**src/design/gmo_pkg.sv**
```systemverilog
// shared constants, codes and structs for the group majority opinion core
// no dependencies
package gmo_pkg;

  localparam int AGENTS_MAX = 1024;
  localparam int GROUP_MAX  = 16;

  localparam int AIDX_W   = $clog2(AGENTS_MAX);
  localparam int GIDX_W   = $clog2(GROUP_MAX);
  localparam int GCNT_W   = GIDX_W + 1;
  localparam int SUM_W    = GCNT_W + 1;
  localparam int DELTA_W  = GCNT_W + 2;
  localparam int VAL_W    = 32;
  localparam int ROUNDS_W = 16;
  localparam int ACNT_W   = 11;
  localparam int OP_W     = 2;
  localparam int CAUSE_W  = 2;
  localparam int PADDR_W  = 4;
  localparam int PDATA_W  = 32;

  localparam logic signed [VAL_W-1:0] VAL_MAX = {1'b0, {(VAL_W-1){1'b1}}};
  localparam logic signed [VAL_W-1:0] VAL_MIN = {1'b1, {(VAL_W-1){1'b0}}};

  // register indexes (byte address / 4)
  localparam logic [1:0] REG_MAX_ROUNDS  = 2'd0;
  localparam logic [1:0] REG_SELF_INFL   = 2'd1;
  localparam logic [1:0] REG_AGENT_COUNT = 2'd2;

  typedef enum logic [OP_W-1:0] {
    OP_LOAD   = 2'd0,
    OP_MEMBER = 2'd1,
    OP_COUNT  = 2'd2
  } op_t;

  typedef enum logic [CAUSE_W-1:0] {
    CAUSE_LIMIT = 2'd0,
    CAUSE_NEG   = 2'd1,
    CAUSE_POS   = 2'd2
  } cause_t;

  typedef struct packed {
    logic [ROUNDS_W-1:0] max_rounds;
    logic                self_influence;
    logic [ACNT_W-1:0]   agent_count;
  } cfg_t;

  typedef struct packed {
    logic                    we;
    logic [AIDX_W-1:0]       waddr;
    logic signed [VAL_W-1:0] wdata;
    logic [AIDX_W-1:0]       raddr;
  } store_req_t;

  typedef struct packed {
    logic              ins;
    logic [AIDX_W-1:0] ins_idx;
    logic              clear;
    logic [GIDX_W-1:0] sel;
    logic              sgn_we;
    logic [GIDX_W-1:0] sgn_sel;
    logic              sgn_pos;
  } mbr_ctl_t;

  typedef struct packed {
    logic [GCNT_W-1:0] total;
    logic [AIDX_W-1:0] idx;
    logic [GCNT_W-1:0] mult;
    logic              sgn_pos;
  } mbr_stat_t;

endpackage

```
**src/design/gmo_members.sv**
```systemverilog
// member list of the open group, with per-entry multiplicity and sign flags
// depends on gmo_pkg
module gmo_members (
  input  logic               clk,
  input  logic               rst,
  input  gmo_pkg::mbr_ctl_t  ctl,
  output gmo_pkg::mbr_stat_t stat
);
  import gmo_pkg::*;

  logic [AIDX_W-1:0] list [GROUP_MAX];
  logic [GCNT_W-1:0] mult [GROUP_MAX];
  logic [GROUP_MAX-1:0] sgn;
  logic [GCNT_W-1:0] total;
  logic [GROUP_MAX-1:0] match;
  logic [GCNT_W-1:0] dup_cnt;
  logic room;

  always_comb begin
    for (int k = 0; k < GROUP_MAX; k++) begin
      match[k] = (GCNT_W'(k) < total) && (list[k] == ctl.ins_idx);
    end
    dup_cnt = GCNT_W'($countones(match));
    room    = total < GCNT_W'(GROUP_MAX);
  end

  always_ff @(posedge clk) begin
    if (rst) begin
      total <= '0;
    end else if (ctl.clear) begin
      total <= '0;
    end else if (ctl.ins && room) begin
      total <= total + GCNT_W'(1);
    end
  end

  // payload side: list, multiplicities and signs need no reset
  always_ff @(posedge clk) begin
    if (ctl.ins && room) begin
      for (int k = 0; k < GROUP_MAX; k++) begin
        if (match[k]) begin
          mult[k] <= mult[k] + GCNT_W'(1);
        end
      end
      list[total[GIDX_W-1:0]] <= ctl.ins_idx;
      mult[total[GIDX_W-1:0]] <= dup_cnt + GCNT_W'(1);
    end
    if (ctl.sgn_we) begin
      sgn[ctl.sgn_sel] <= ctl.sgn_pos;
    end
  end

  assign stat.total   = total;
  assign stat.idx     = list[ctl.sel];
  assign stat.mult    = mult[ctl.sel];
  assign stat.sgn_pos = sgn[ctl.sel];

endmodule

```
**config.mk**
```make
export PLATFORM = sky130hd
export DESIGN_NAME = gmo_members
export DESIGN_NICKNAME = d
export VERILOG_FILES = /design/src/design/gmo_pkg.sv /design/src/design/gmo_members.sv
export SDC_FILE = /design/constraint.sdc
export NUM_CORES = 1
export LEC_CHECK = 0
export ABC_CLOCK_PERIOD_IN_PS = 6500
export BUFFER_PORTS_ARGS = -buffer_cell sky130_fd_sc_hd__buf_2
export CAP_MARGIN = 25
export CORE_MARGIN = 10
export CORE_UTILIZATION = 30
export DETAILED_ROUTE_END_ITERATION = 6
export GPL_TIMING_DRIVEN = 0
export PLACE_DENSITY_LB_ADDON = 0.12
export SLEW_MARGIN = 30
export SYNTH_ARGS = -nofsm -noshare
export SYNTH_HDL_FRONTEND = slang
export SYNTH_SLANG_ARGS = --single-unit
```
**constraint.sdc**
```tcl
create_clock -name clk -period 6.5 [get_ports clk]
set_input_delay 0.325 -clock clk [delete_from_list [all_inputs] [get_ports clk]]
set_output_delay 0.325 -clock clk [all_outputs]
set_load 0.03 [all_outputs]
```
==> metrics <==
IO buf count 42; Slowest cell on crit path fa_1; grt total ovfl 0; Fin Hold WS 182.4 ps; CP arrival 6480 ps; later-pin clock latency in the skew report 540 ps; fin nets 1212; DIE HEIGHT 237.5 um; Max Slew Vio Count 0; H-Tree Depth 2; post-DP HPWL 34750 um; Worst Skew 19.14 ps; Final setup viols 0; CTS buffer count 34; fin crit share 95.48%; share of cells above drive strength 1 18.15%; sequential share of the synthesized area 54.86%; Global Route Usage Sum 16.47%; syn_nets 1132; wirelength, routed 46890 um; worst-margin pin slew 980.5 ps; global-route wire length before repair 67500 um; Mapped Area 0.01420 mm^2; CP bufs+invs 7; CP Capture Type flop; Via Count 9221; clk buf depth 3; Max-slew headroom 34.39%; CTS tree done; drc violations 0; DRT Pass-1 Iters 5; Initial Util 30.43%; CORE AREA 0.04665 mm^2; Routed WL per cell 26.26 um; share of the synthesized area in the top cell type 54.15%; Design Power 4.130 mW; Area growth syn-to-layout 15.51%; Via density 5.163; Synth Flop Type edfxtp_1; number of flops mapped to enable cells by yosys 256; Crit Path Max Fanout 17; # Post-CTS Setup Buffers 0; Syn Inst Count 1073; Hold Path Class input port to flop; Total Neg Setup Slack 0 ps; Max Freq 161.1 MHz; VDD IR max 0.1618 mV; Synth warnings 0; Iteration-0 DRC Markers 818; number of top-level pins 45; Crit path max-delay family adder cells; distinct cell type count after synthesis 44; CP most frequent cell fa_1; data required time at the worst endpoint 6770 ps; initial antenna violation count 4; Async S/R FF share, synth 0%; critical path class input port to flop; outcome complete, no violations; chip width 237.5 um; Final Util 35.15%; Clock Sinks 261; max cap viols 0; remaining antenna violation count 0; syn avg cell area 13.23 um^2; RSZ-0062 raised after global routing no; GP Congestion 0.8464; most area-hungry cell type in the Yosys netlist edfxtp_1; startpoint type of the worst setup path input port; largest cells by area after synthesis edfxtp_1 54%, mux4_2 10%, xor2_1 9.1%; Final Hold Vio Count 0; leak pwr 5.696 nW; Worst-path clk slew 60 ps; r2r setup slk 420 ps; Tmin final 6206 ps; # diodes 0; #FFs+latches synth 261; worst-path cell chain buf_2, buf_2, buf_4, xnor2_1, nand4_1, nor4_2, o21ai_0, fa_1, fa_1, inv_1, fa_1, inv_1, fa_1, inv_1, fa_1, a21o_1, a21oi_1, xor2_4, buf_2, o21ai_0; root buf cell clkbuf_16; vias in the first global route 9437; CP peak stage delay 540 ps; pin count of the biggest net entering global routing 18; P per Cell Area 251.8 mW/mm^2; area of the die 0.05642 mm^2; row count 79
-- routing by layer --
layer | vias up | share of wire [%] | wire, um | GRT usage, %
met5 | - | 0.051 | 24 | 0
met4 | 6 | 2.3 | 1065 | 4.894
met3 | 69 | 5.4 | 2537 | 2.615
met2 | 304 | 45 | 21230 | 25.51
met1 | 4699 | 47 | 22030 | 23.30
li1 | 4143 | - | - | -
-- stage by stage --
| stage | instance area (um^2) | setup slack (ps) | instances |
|---|---|---|---|
| floorplan | 14200 | 1391 | 1073 |
| global placement | 15170 | -1061 | 1722 |
| detailed placement | 15170 | -1128 | 1722 |
| CTS | 16360 | 9.671 | 1786 |
| global route | 16400 | 10.12 | 1786 |
| finish | 16400 | 294.0 | 1786 |
-- kinds of logic after synthesis --
kind of cell,count (synthesis),synth area share [%]
compound gates,142,5.984
xor+xnor,213,13.14
fa+ha+maj,35,3.614
buf+inv,99,3.578
flops,261,54.86
mux,64,10.15
simple gates,259,8.673
-- sequential cells by signal (all words and copies together), names as in the netlist --
name / count
mult: 80
list: 160
sgn: 16
total: 5
-- synth_stat cells (3+ instances only) --
| library cell | n |
|---|---|
| mux4_2 | 64 |
| a211oi_1 | 3 |
| a22oi_1 | 32 |
| nand2_1 | 85 |
| o21ai_0 | 45 |
| nor2_1 | 55 |
| o21ai_1 | 11 |
| buf_6 | 8 |
| nand3_1 | 44 |
| xnor2_1 | 66 |
| xor2_1 | 147 |
| nand2b_1 | 3 |
| fa_1 | 10 |
| a21oi_1 | 35 |
| ha_1 | 25 |
| nor3_1 | 19 |
| inv_1 | 31 |
| and2_1 | 3 |
| buf_4 | 13 |
| buf_2 | 22 |
| a21o_1 | 6 |
| clkbuf_1 | 23 |
| nor4_1 | 22 |
| edfxtp_1 | 256 |
| nand4_1 | 11 |
| dfxtp_1 | 5 |
| nor2b_1 | 5 |
-- power breakdown --
part | leakage [nW] | switching (mW) | internal, mW
Clock | 0.549 | 0.753 | 1.19
Sequential | 2.30 | 0.0102 | 1.86
Combinational | 2.85 | 0.207 | 0.111
Total | 5.70 | 0.970 | 3.16
-- layout make-up --
type	count	area (um^2)
buffer	67	390.4
fill	4619	30260
clock inverter	14	151.4
clock buffer	48	998.5
inverter	31	116.4
sequential	261	7787
multi-input combinational	713	5954
timing repair buffer	45	240.2
tap	607	759.5
-- cells in the final DEF, fill, tap and decap left out, drive strengths merged, types with 4 or more instances in the layout --
master and instances:
a22oi 32, o21ai 56, nor2 55, inv 31, clkbuf 70, fa 10, nor3 20, nand4 11
xnor2 66, xor2 147, a21o 6, nand3 44, dfxtp 5, a21oi 35, edfxtp 256, nor4 22
buf 87, nor2b 5, clkinvlp 4, ha 25, clkinv 7, nand2 85, mux4 64
-- what timing repair did --
action	4_1_cts	5_1_grt
cloned	0	0
endpoints found under the hold margin	4	0
setup endpoints to repair	38	54
hold buffers	3	0
resized for setup	4	3
-- final timing paths --
| kind | endpoint | from | cells past startpoint |
|---|---|---|---|
| worst max-delay path | mult[10][3]$_DFFE_PP_ | ctl[17] | 20 |
| worst min-delay path | list[4][7]$_DFFE_PP_ | ctl[18] | 1 |
| worst max register to register | mult[10][3]$_DFFE_PP_ | list[10][8]$_DFFE_PP_ | 17 |
| worst min register to register | mult[9][0]$_DFFE_PP_ | mult[9][0]$_DFFE_PP_ | 1 |
Note: power is estimated with default switching activity, not from simulation.
