<file path="config.mk">
export PLATFORM = sky130hd
export DESIGN_NAME = gmo_ctrl_flat
export DESIGN_NICKNAME = d
export VERILOG_FILES = /design/src/design/gmo_pkg.sv /design/src/design/gmo_if.sv /design/src/design/gmo_ctrl.sv /design/src/flat_wrapper.sv
export SDC_FILE = /design/constraint.sdc
export NUM_CORES = 1
export LEC_CHECK = 0
export BUFFER_PORTS_ARGS = -buffer_cell sky130_fd_sc_hd__buf_2
export CAP_MARGIN = 5
export CORE_ASPECT_RATIO = 1.25
export CORE_MARGIN = 3
export CORE_UTILIZATION = 45
export DETAILED_ROUTE_END_ITERATION = 10
export GPL_ROUTABILITY_DRIVEN = 0
export HOLD_SLACK_MARGIN = 0.03
export PLACE_DENSITY = 0.8
export REMOVE_ABC_BUFFERS = 1
export SLEW_MARGIN = 15
export SYNTH_ARGS = -nofsm -noshare
export SYNTH_HDL_FRONTEND = slang
export SYNTH_SLANG_ARGS = --single-unit
</file>
<file path="constraint.sdc">
create_clock -name clk -period 6.9 [get_ports clk]
set_input_delay 0.69 -clock clk [delete_from_list [all_inputs] [get_ports clk]]
set_output_delay 0.69 -clock clk [all_outputs]
set_load 0.1 [all_outputs]
</file>
<file path="src/design/gmo_pkg.sv">
// shared constants, codes and structs for the group majority opinion core
// no dependencies
package gmo_pkg;

  localparam int AGENTS_MAX = 1024;
  localparam int GROUP_MAX  = 16;

  localparam int AIDX_W   = $clog2(AGENTS_MAX);
  localparam int GIDX_W   = $clog2(GROUP_MAX);
  localparam int GCNT_W   = GIDX_W + 1;
  localparam int SUM_W    = GCNT_W + 1;
  localparam int DELTA_W  = GCNT_W + 2;
  localparam int VAL_W    = 32;
  localparam int ROUNDS_W = 16;
  localparam int ACNT_W   = 11;
  localparam int OP_W     = 2;
  localparam int CAUSE_W  = 2;
  localparam int PADDR_W  = 4;
  localparam int PDATA_W  = 32;

  localparam logic signed [VAL_W-1:0] VAL_MAX = {1'b0, {(VAL_W-1){1'b1}}};
  localparam logic signed [VAL_W-1:0] VAL_MIN = {1'b1, {(VAL_W-1){1'b0}}};

  // register indexes (byte address / 4)
  localparam logic [1:0] REG_MAX_ROUNDS  = 2'd0;
  localparam logic [1:0] REG_SELF_INFL   = 2'd1;
  localparam logic [1:0] REG_AGENT_COUNT = 2'd2;

  typedef enum logic [OP_W-1:0] {
    OP_LOAD   = 2'd0,
    OP_MEMBER = 2'd1,
    OP_COUNT  = 2'd2
  } op_t;

  typedef enum logic [CAUSE_W-1:0] {
    CAUSE_LIMIT = 2'd0,
    CAUSE_NEG   = 2'd1,
    CAUSE_POS   = 2'd2
  } cause_t;

  typedef struct packed {
    logic [ROUNDS_W-1:0] max_rounds;
    logic                self_influence;
    logic [ACNT_W-1:0]   agent_count;
  } cfg_t;

  typedef struct packed {
    logic                    we;
    logic [AIDX_W-1:0]       waddr;
    logic signed [VAL_W-1:0] wdata;
    logic [AIDX_W-1:0]       raddr;
  } store_req_t;

  typedef struct packed {
    logic              ins;
    logic [AIDX_W-1:0] ins_idx;
    logic              clear;
    logic [GIDX_W-1:0] sel;
    logic              sgn_we;
    logic [GIDX_W-1:0] sgn_sel;
    logic              sgn_pos;
  } mbr_ctl_t;

  typedef struct packed {
    logic [GCNT_W-1:0] total;
    logic [AIDX_W-1:0] idx;
    logic [GCNT_W-1:0] mult;
    logic              sgn_pos;
  } mbr_stat_t;

endpackage

</file>
<file path="src/design/gmo_if.sv">
// valid/ready channel interfaces for request items and result items
// depends on gmo_pkg
interface gmo_req_if;
  import gmo_pkg::*;
  logic                    valid;
  logic                    ready;
  logic [OP_W-1:0]         op;
  logic [AIDX_W-1:0]       agent_index;
  logic signed [VAL_W-1:0] agent_value;
  logic                    last_member;
  modport source(output valid, op, agent_index, agent_value, last_member, input ready);
  modport sink(input valid, op, agent_index, agent_value, last_member, output ready);
endinterface

interface gmo_rsp_if;
  import gmo_pkg::*;
  logic                valid;
  logic                ready;
  logic [ROUNDS_W-1:0] rounds_done;
  logic [CAUSE_W-1:0]  end_cause;
  logic [ACNT_W-1:0]   negative_count;
  modport source(output valid, rounds_done, end_cause, negative_count, input ready);
  modport sink(input valid, rounds_done, end_cause, negative_count, output ready);
endinterface

</file>
<file path="src/design/gmo_ctrl.sv">
// sequencer: takes items, runs gather/update rounds and negative counts
// through the opinion memory; depends on gmo_pkg and gmo_if
module gmo_ctrl (
  input  logic                            clk,
  input  logic                            rst,
  gmo_req_if.sink                         req,
  gmo_rsp_if.source                       rsp,
  input  gmo_pkg::cfg_t                   cfg,
  output gmo_pkg::store_req_t             store,
  input  logic signed [gmo_pkg::VAL_W-1:0] rdata,
  output gmo_pkg::mbr_ctl_t               mctl,
  input  gmo_pkg::mbr_stat_t              mstat
);
  import gmo_pkg::*;

  typedef enum logic [2:0] {
    S_IDLE,
    S_GATHER,
    S_UPD_RD,
    S_UPD_WR,
    S_COUNT,
    S_FINISH
  } state_t;

  state_t state;
  logic [GCNT_W-1:0]   cnt;
  logic                pend;
  logic [GIDX_W-1:0]   pidx;
  logic signed [SUM_W-1:0] sum;
  logic                all_neg;
  logic                all_pos;
  logic [ROUNDS_W-1:0] rounds;
  cause_t              cause;
  logic [ACNT_W-1:0]   qaddr;
  logic [ACNT_W-1:0]   qlim;
  logic                qpend;
  logic [ACNT_W-1:0]   negcnt;
  logic                out_valid;
  logic [ROUNDS_W-1:0] out_rounds;
  cause_t              out_cause;
  logic [ACNT_W-1:0]   out_neg;

  logic accept;
  logic rd_pos;
  logic issue;
  logic gather_done;
  logic early_stop;
  logic round_end;
  logic [ROUNDS_W-1:0] rounds_inc;
  logic limit_hit;
  logic qdone;
  logic [ACNT_W-1:0] qlim_new;
  logic signed [DELTA_W-1:0] sum_x;
  logic signed [DELTA_W-1:0] mult_x;
  logic signed [DELTA_W-1:0] delta;
  logic [VAL_W:0] upd_sum;
  logic signed [VAL_W-1:0] upd_val;

  assign req.ready = (state == S_IDLE);
  assign accept    = req.valid && req.ready;
  assign rd_pos    = rdata > 0;
  assign issue     = cnt < mstat.total;
  assign gather_done = (state == S_GATHER) && !issue && !pend;
  // the end tests apply only after a round has run
  assign early_stop  = (rounds != '0) && (all_neg || all_pos);
  assign round_end   = (state == S_UPD_RD) && !issue;
  assign rounds_inc  = rounds + ROUNDS_W'(1);
  assign limit_hit   = rounds_inc >= cfg.max_rounds;
  assign qdone       = !(qaddr < qlim) && !qpend;
  assign qlim_new    = (cfg.agent_count > ACNT_W'(AGENTS_MAX)) ?
                       ACNT_W'(AGENTS_MAX) : cfg.agent_count;

  // delta of one member; without self influence its own occurrences drop out
  always_comb begin
    sum_x  = DELTA_W'(sum);
    mult_x = $signed({2'b00, mstat.mult});
    if (cfg.self_influence) begin
      delta = sum_x;
    end else if (mstat.sgn_pos) begin
      delta = sum_x - mult_x;
    end else begin
      delta = sum_x + mult_x;
    end
    upd_sum = {rdata[VAL_W-1], rdata} +
              {{(VAL_W-DELTA_W){delta[DELTA_W-1]}}, delta, 1'b0};
    if (upd_sum[VAL_W] != upd_sum[VAL_W-1]) begin
      upd_val = upd_sum[VAL_W] ? VAL_MIN : VAL_MAX;
    end else begin
      upd_val = $signed(upd_sum[VAL_W-1:0]);
    end
  end

  always_comb begin
    store.we    = (accept && (req.op == OP_LOAD)) || (state == S_UPD_WR);
    store.waddr = (state == S_UPD_WR) ? mstat.idx : req.agent_index;
    store.wdata = (state == S_UPD_WR) ? upd_val : req.agent_value;
    store.raddr = (state == S_COUNT) ? qaddr[AIDX_W-1:0] : mstat.idx;

    mctl.ins     = accept && (req.op == OP_MEMBER);
    mctl.ins_idx = req.agent_index;
    mctl.clear   = (gather_done && early_stop) || (round_end && limit_hit);
    mctl.sel     = cnt[GIDX_W-1:0];
    mctl.sgn_we  = (state == S_GATHER) && pend;
    mctl.sgn_sel = pidx;
    mctl.sgn_pos = rd_pos;
  end

  always_ff @(posedge clk) begin
    if (rst) begin
      state     <= S_IDLE;
      out_valid <= 1'b0;
      pend      <= 1'b0;
      qpend     <= 1'b0;
    end else begin
      if (rsp.ready && (state != S_FINISH)) begin
        out_valid <= 1'b0;
      end
      unique case (state)
        S_IDLE: begin
          if (accept) begin
            case (op_t'(req.op))
              OP_MEMBER: begin
                if (req.last_member) begin
                  state   <= S_GATHER;
                  cnt     <= '0;
                  pend    <= 1'b0;
                  sum     <= '0;
                  all_neg <= 1'b1;
                  all_pos <= 1'b1;
                  rounds  <= '0;
                  negcnt  <= '0;
                end
              end
              OP_COUNT: begin
                state  <= S_COUNT;
                qaddr  <= '0;
                qlim   <= qlim_new;
                qpend  <= 1'b0;
                negcnt <= '0;
                rounds <= '0;
                cause  <= CAUSE_LIMIT;
              end
              default: begin
              end
            endcase
          end
        end
        S_GATHER: begin
          if (issue) begin
            cnt  <= cnt + GCNT_W'(1);
            pend <= 1'b1;
            pidx <= cnt[GIDX_W-1:0];
          end else begin
            pend <= 1'b0;
          end
          if (pend) begin
            sum     <= rd_pos ? sum + SUM_W'(1) : sum - SUM_W'(1);
            all_neg <= all_neg & rdata[VAL_W-1];
            all_pos <= all_pos & rd_pos;
          end
          if (gather_done) begin
            if (early_stop) begin
              state <= S_FINISH;
              cause <= all_neg ? CAUSE_NEG : CAUSE_POS;
            end else begin
              state <= S_UPD_RD;
              cnt   <= '0;
            end
          end
        end
        S_UPD_RD: begin
          if (!issue) begin
            rounds <= rounds_inc;
            if (limit_hit) begin
              state <= S_FINISH;
              cause <= CAUSE_LIMIT;
            end else begin
              state   <= S_GATHER;
              cnt     <= '0;
              pend    <= 1'b0;
              sum     <= '0;
              all_neg <= 1'b1;
              all_pos <= 1'b1;
            end
          end else begin
            state <= S_UPD_WR;
          end
        end
        S_UPD_WR: begin
          cnt   <= cnt + GCNT_W'(1);
          state <= S_UPD_RD;
        end
        S_COUNT: begin
          if (qaddr < qlim) begin
            qaddr <= qaddr + ACNT_W'(1);
            qpend <= 1'b1;
          end else begin
            qpend <= 1'b0;
          end
          if (qpend) begin
            negcnt <= negcnt + ACNT_W'(rdata[VAL_W-1]);
          end
          if (qdone) begin
            state <= S_FINISH;
          end
        end
        S_FINISH: begin
          // wait until the output register is free
          if (!out_valid || rsp.ready) begin
            out_valid  <= 1'b1;
            out_rounds <= rounds;
            out_cause  <= cause;
            out_neg    <= negcnt;
            state      <= S_IDLE;
          end
        end
        default: begin
          state <= S_IDLE;
        end
      endcase
    end
  end

  assign rsp.valid          = out_valid;
  assign rsp.rounds_done    = out_rounds;
  assign rsp.end_cause      = out_cause;
  assign rsp.negative_count = out_neg;

endmodule

</file>
<file path="src/flat_wrapper.sv">
// flat-port wrapper written by rule: the top's interface ports become plain ports
module gmo_ctrl_flat import gmo_pkg::*;
  (clk, rst, cfg, store, rdata, mctl, mstat, req_valid, req_op, req_agent_index, req_agent_value, req_last_member, req_ready, rsp_valid, rsp_rounds_done, rsp_end_cause, rsp_negative_count, rsp_ready);
  gmo_req_if req_i ();
  gmo_rsp_if rsp_i ();
  input  logic clk;
  input  logic rst;
  input  gmo_pkg::cfg_t cfg;
  output gmo_pkg::store_req_t store;
  input  logic signed [gmo_pkg::VAL_W-1:0] rdata;
  output gmo_pkg::mbr_ctl_t mctl;
  input  gmo_pkg::mbr_stat_t mstat;
  input wire logic [$bits(req_i.valid)-1:0] req_valid;
  input wire logic [$bits(req_i.op)-1:0] req_op;
  input wire logic [$bits(req_i.agent_index)-1:0] req_agent_index;
  input wire logic [$bits(req_i.agent_value)-1:0] req_agent_value;
  input wire logic [$bits(req_i.last_member)-1:0] req_last_member;
  output wire logic [$bits(req_i.ready)-1:0] req_ready;
  output wire logic [$bits(rsp_i.valid)-1:0] rsp_valid;
  output wire logic [$bits(rsp_i.rounds_done)-1:0] rsp_rounds_done;
  output wire logic [$bits(rsp_i.end_cause)-1:0] rsp_end_cause;
  output wire logic [$bits(rsp_i.negative_count)-1:0] rsp_negative_count;
  input wire logic [$bits(rsp_i.ready)-1:0] rsp_ready;
  assign req_i.valid = req_valid;
  assign req_i.op = req_op;
  assign req_i.agent_index = req_agent_index;
  assign req_i.agent_value = req_agent_value;
  assign req_i.last_member = req_last_member;
  assign req_ready = req_i.ready;
  assign rsp_valid = rsp_i.valid;
  assign rsp_rounds_done = rsp_i.rounds_done;
  assign rsp_end_cause = rsp_i.end_cause;
  assign rsp_negative_count = rsp_i.negative_count;
  assign rsp_i.ready = rsp_ready;
  gmo_ctrl u_core (.clk(clk), .rst(rst), .req(req_i), .rsp(rsp_i), .cfg(cfg), .store(store), .rdata(rdata), .mctl(mctl), .mstat(mstat));
endmodule
</file>
==> summary.txt <==
Status
  • Status: finished, final reports clean

Placement
  • DP Area: 10300 µm²
  • DP HPWL: 18300 µm
  • IO buf count: 235
  • Pre-CTS setup slack: 171 ps

Final layout
  • Area growth from synthesis to layout: 25.0%
  • Layout Nets: 1390
  • Ant diodes: 0
  • Util after Layout: 58.1%
  • # fillers: 1583
  • Final Cell Area: 10600 µm²
  • Share of post-route cells with drive strength above 1: 25.6%

Floorplan
  • Die width: 129 µm
  • Cell Rows: 55
  • Core Box Area: 18300 µm²
  • Die Area: 20600 µm²
  • Initial core utilization: 46.5%
  • Io pins: 236
  • Die height: 160 µm

Worst hold path
  • Worst Hold Class: reg -> reg

STA
  • Tmin final: 6570 ps
  • Hold Fails Final Rpt: 0
  • Crit share post-route: 95.3%
  • Final Max Tran Viols: 0
  • Unrepaired setup endpoints after global routing: false
  • # setup viols final: 0
  • Worst-margin pin slew: 994 ps
  • Skew final: 9.41 ps
  • Setup ws final: 325 ps
  • Peak Freq: 152 MHz
  • Hold WS: 422 ps
  • Setup TNS: 0 ps
  • Relative slew slack: 33.7%

Clocking
  • CTS clk-pin slew, worst paths: 70 ps
  • Hold buffers post-CTS: 0
  • Root buf cell: clkbuf_16
  • Worst skew pair latency: 350 ps
  • Num CTS Buffers: 9
  • Htree depth: 3
  • Clock Sinks: 103
  • Clock buffer depth: 2
  • CTS tree: yes

Worst setup path
  • CP max stage cell: fa_1
  • CP arrival: 5880 ps
  • Worst Setup EP: store[19]
  • Critical path peak fanout: 25
  • CP startpoint: mstat[1]
  • Most frequent CP cell: a21oi_1
  • Minimum setup slack among reg-to-reg paths: 2860 ps
  • Setup CP Type: in -> out
  • Element type at the critical path end: primary output
  • Req. time, crit path: 6210 ps
  • Reg-to-Reg End: u_core.cnt[4]
  • R2r worst-path depth: 13
  • Crit start category: primary input
  • FF-to-FF Start: u_core.rounds[2]
  • Max stage delay on crit path: 450 ps

Synth
  • Post-synth top area cell: edfxtp_1
  • Synth Warn #: 0
  • Async set-reset flop share out of synthesis: 0%
  • Syn Inst Count: 958
  • Mapped cell area: 8510 µm²
  • Post-synth EDFFs: 97
  • Top-count cell post-synth: nand2_1
  • Count of cell types in the netlist: 68
  • Post-synthesis sequential area ratio: 35.7%
  • Synth cell count leaders: nand2_1, edfxtp_1, nor2_1
  • Mean area per synthesized cell: 8.88 µm²
  • Share of Yosys cell area claimed by the top area cell type: 34.2%
  • Top_reg_cell synth: edfxtp_1
  • Area contributors post-synth: edfxtp_1, ha_1, nand2_1
  • Yosys reg bits: 103

GRT
  • Vias in the first global route: 7515
  • GRT Total Usage: 21.4%
  • Antenna violations before repair: 2
  • Largest net degree at the start of global routing: 54
  • First-pass GRT wire length: 36100 µm
  • Global route overflow: 0

Power and ir drop
  • Power Dens Cells: 293 nW/µm²
  • Leakage power: 4.80 nW
  • Max IR drop VDD: 0.000273 V

Route
  • Router iterations before antenna repair: 5
  • DR vias: 7729
  • DR WL/cell: 16.2 µm
  • Drt total wl: 22900 µm
  • Vias/cell: 5.49
  • DRT iter0 DRCs: 478
  • DRC: 0
  • Detail Route Antenna Nets: 0

Job
  • Max-Cap Viols: 0
per-stage QoR:
step | std cells | power, mW
after floorplan | 912 | 2.06
after global placement | 1387 | 2.51
after detailed placement | 1387 | 2.54
after CTS | 1403 | 3.05
after global routing | 1409 | 3.31
final | 1409 | 3.12
cell type report:
cell class / instances / area [µm²] / area share, %
Inverter: 53 / 199 / 1.87
Multi-Input combinational cell: 757 / 5060 / 47.6
Timing Repair Buffer: 252 / 1760 / 16.6
Clock inverter: 7 / 67.6 / 0.636
Sequential cell: 103 / 3030 / 28.5
Tap cell: 228 / 285 / 2.68
Clock buffer: 9 / 225 / 2.12
worst min-delay path by stage:
| stage | from | end | depth (start not counted) |
|---|---|---|---|
| final | u_core.cause[0] | u_core.rsp.end_cause[0] | 0 |
| after global routing | u_core.cause[0] | u_core.rsp.end_cause[0] | 0 |
| after detailed placement | u_core.cause[0] | u_core.rsp.end_cause[0] | 0 |
| after CTS | u_core.cause[0] | u_core.rsp.end_cause[0] | 0 |
| after floorplan | u_core.cause[0] | u_core.rsp.end_cause[0] | 0 |
| after global placement | u_core.cause[0] | u_core.rsp.end_cause[0] | 0 |
what timing repair did:
action / in CTS / in global routing
resized for setup: 0 / 7
setup buffers: 0 / 5
setup endpoints to repair: 0 / 25
layer usage:
metal	up-vias	share of wire (%)	global-route usage (%)
met4	2	2.8	6.64
met2	322	50	38.1
met3	41	7.6	5.62
met5	-	0.048	0
li1	3822	-	-
met1	3542	40	24.9
where the power goes:
group,switching (mW),internal [mW],total (mW)
Sequential,0.0592,0.748,0.808
Combinational,1.19,0.621,1.81
Clock,0.243,0.254,0.497
Total,1.49,1.62,3.12
worst max-delay path, delay by kind of cell:
| family | cells | cell delay [ps] |
|---|---|---|
| AO/OA/AOI/OAI | 9 | 1700 |
| multiplexers | 1 | 290 |
| AND/OR/NAND/NOR | 4 | 480 |
| adder cells (fa/ha/maj) | 4 | 1490 |
| buffers and inverters | 5 | 820 |
| XOR/XNOR | 3 | 420 |
flip-flops by register name (all words and copies together) (netlist names), 2 cells and up:
name and cells:
u_core.rsp.rounds_done 16, u_core.pidx 4, u_core.negcnt 11, u_core.cnt 5
u_core.qaddr 11, u_core.sum 6, u_core.rsp.end_cause 2, u_core.rsp.negative_count 11
u_core.rounds 16, u_core.cause 2, u_core.state 3, u_core.qlim 11
cells by family (layout without fill, tap and decap cells):
kind of cell	after synthesis	after routing	share of synthesized area (%)
XOR/XNOR	76	76	8.05
adder cells (fa/ha/maj)	94	94	13.8
AO/OA/AOI/OAI	202	202	14.8
multiplexers	14	14	1.82
flip-flops	103	103	35.7
AND/OR/NAND/NOR	370	371	20.4
buffers and inverters	99	321	5.44
cell usage in the layout, fill, tap and decap left out, types with 9 or more instances in the layout:
| cell | n |
|---|---|
| a21o_1 | 21 |
| a21oi_1 | 59 |
| and2_1 | 19 |
| and3_1 | 20 |
| buf_12 | 30 |
| buf_2 | 203 |
| buf_4 | 16 |
| clkbuf_16 | 9 |
| edfxtp_1 | 97 |
| ha_1 | 81 |
| inv_1 | 52 |
| maj3_1 | 9 |
| mux2_2 | 12 |
| nand2_1 | 132 |
| nand2b_1 | 11 |
| nand3_1 | 31 |
| nor2_1 | 84 |
| nor2b_1 | 22 |
| nor3_1 | 15 |
| nor4_1 | 11 |
| o211ai_1 | 13 |
| o21ai_0 | 36 |
| o21ai_1 | 23 |
| xnor2_1 | 40 |
| xor2_1 | 34 |
No activity file was read; power rests on OpenSTA's default activity.
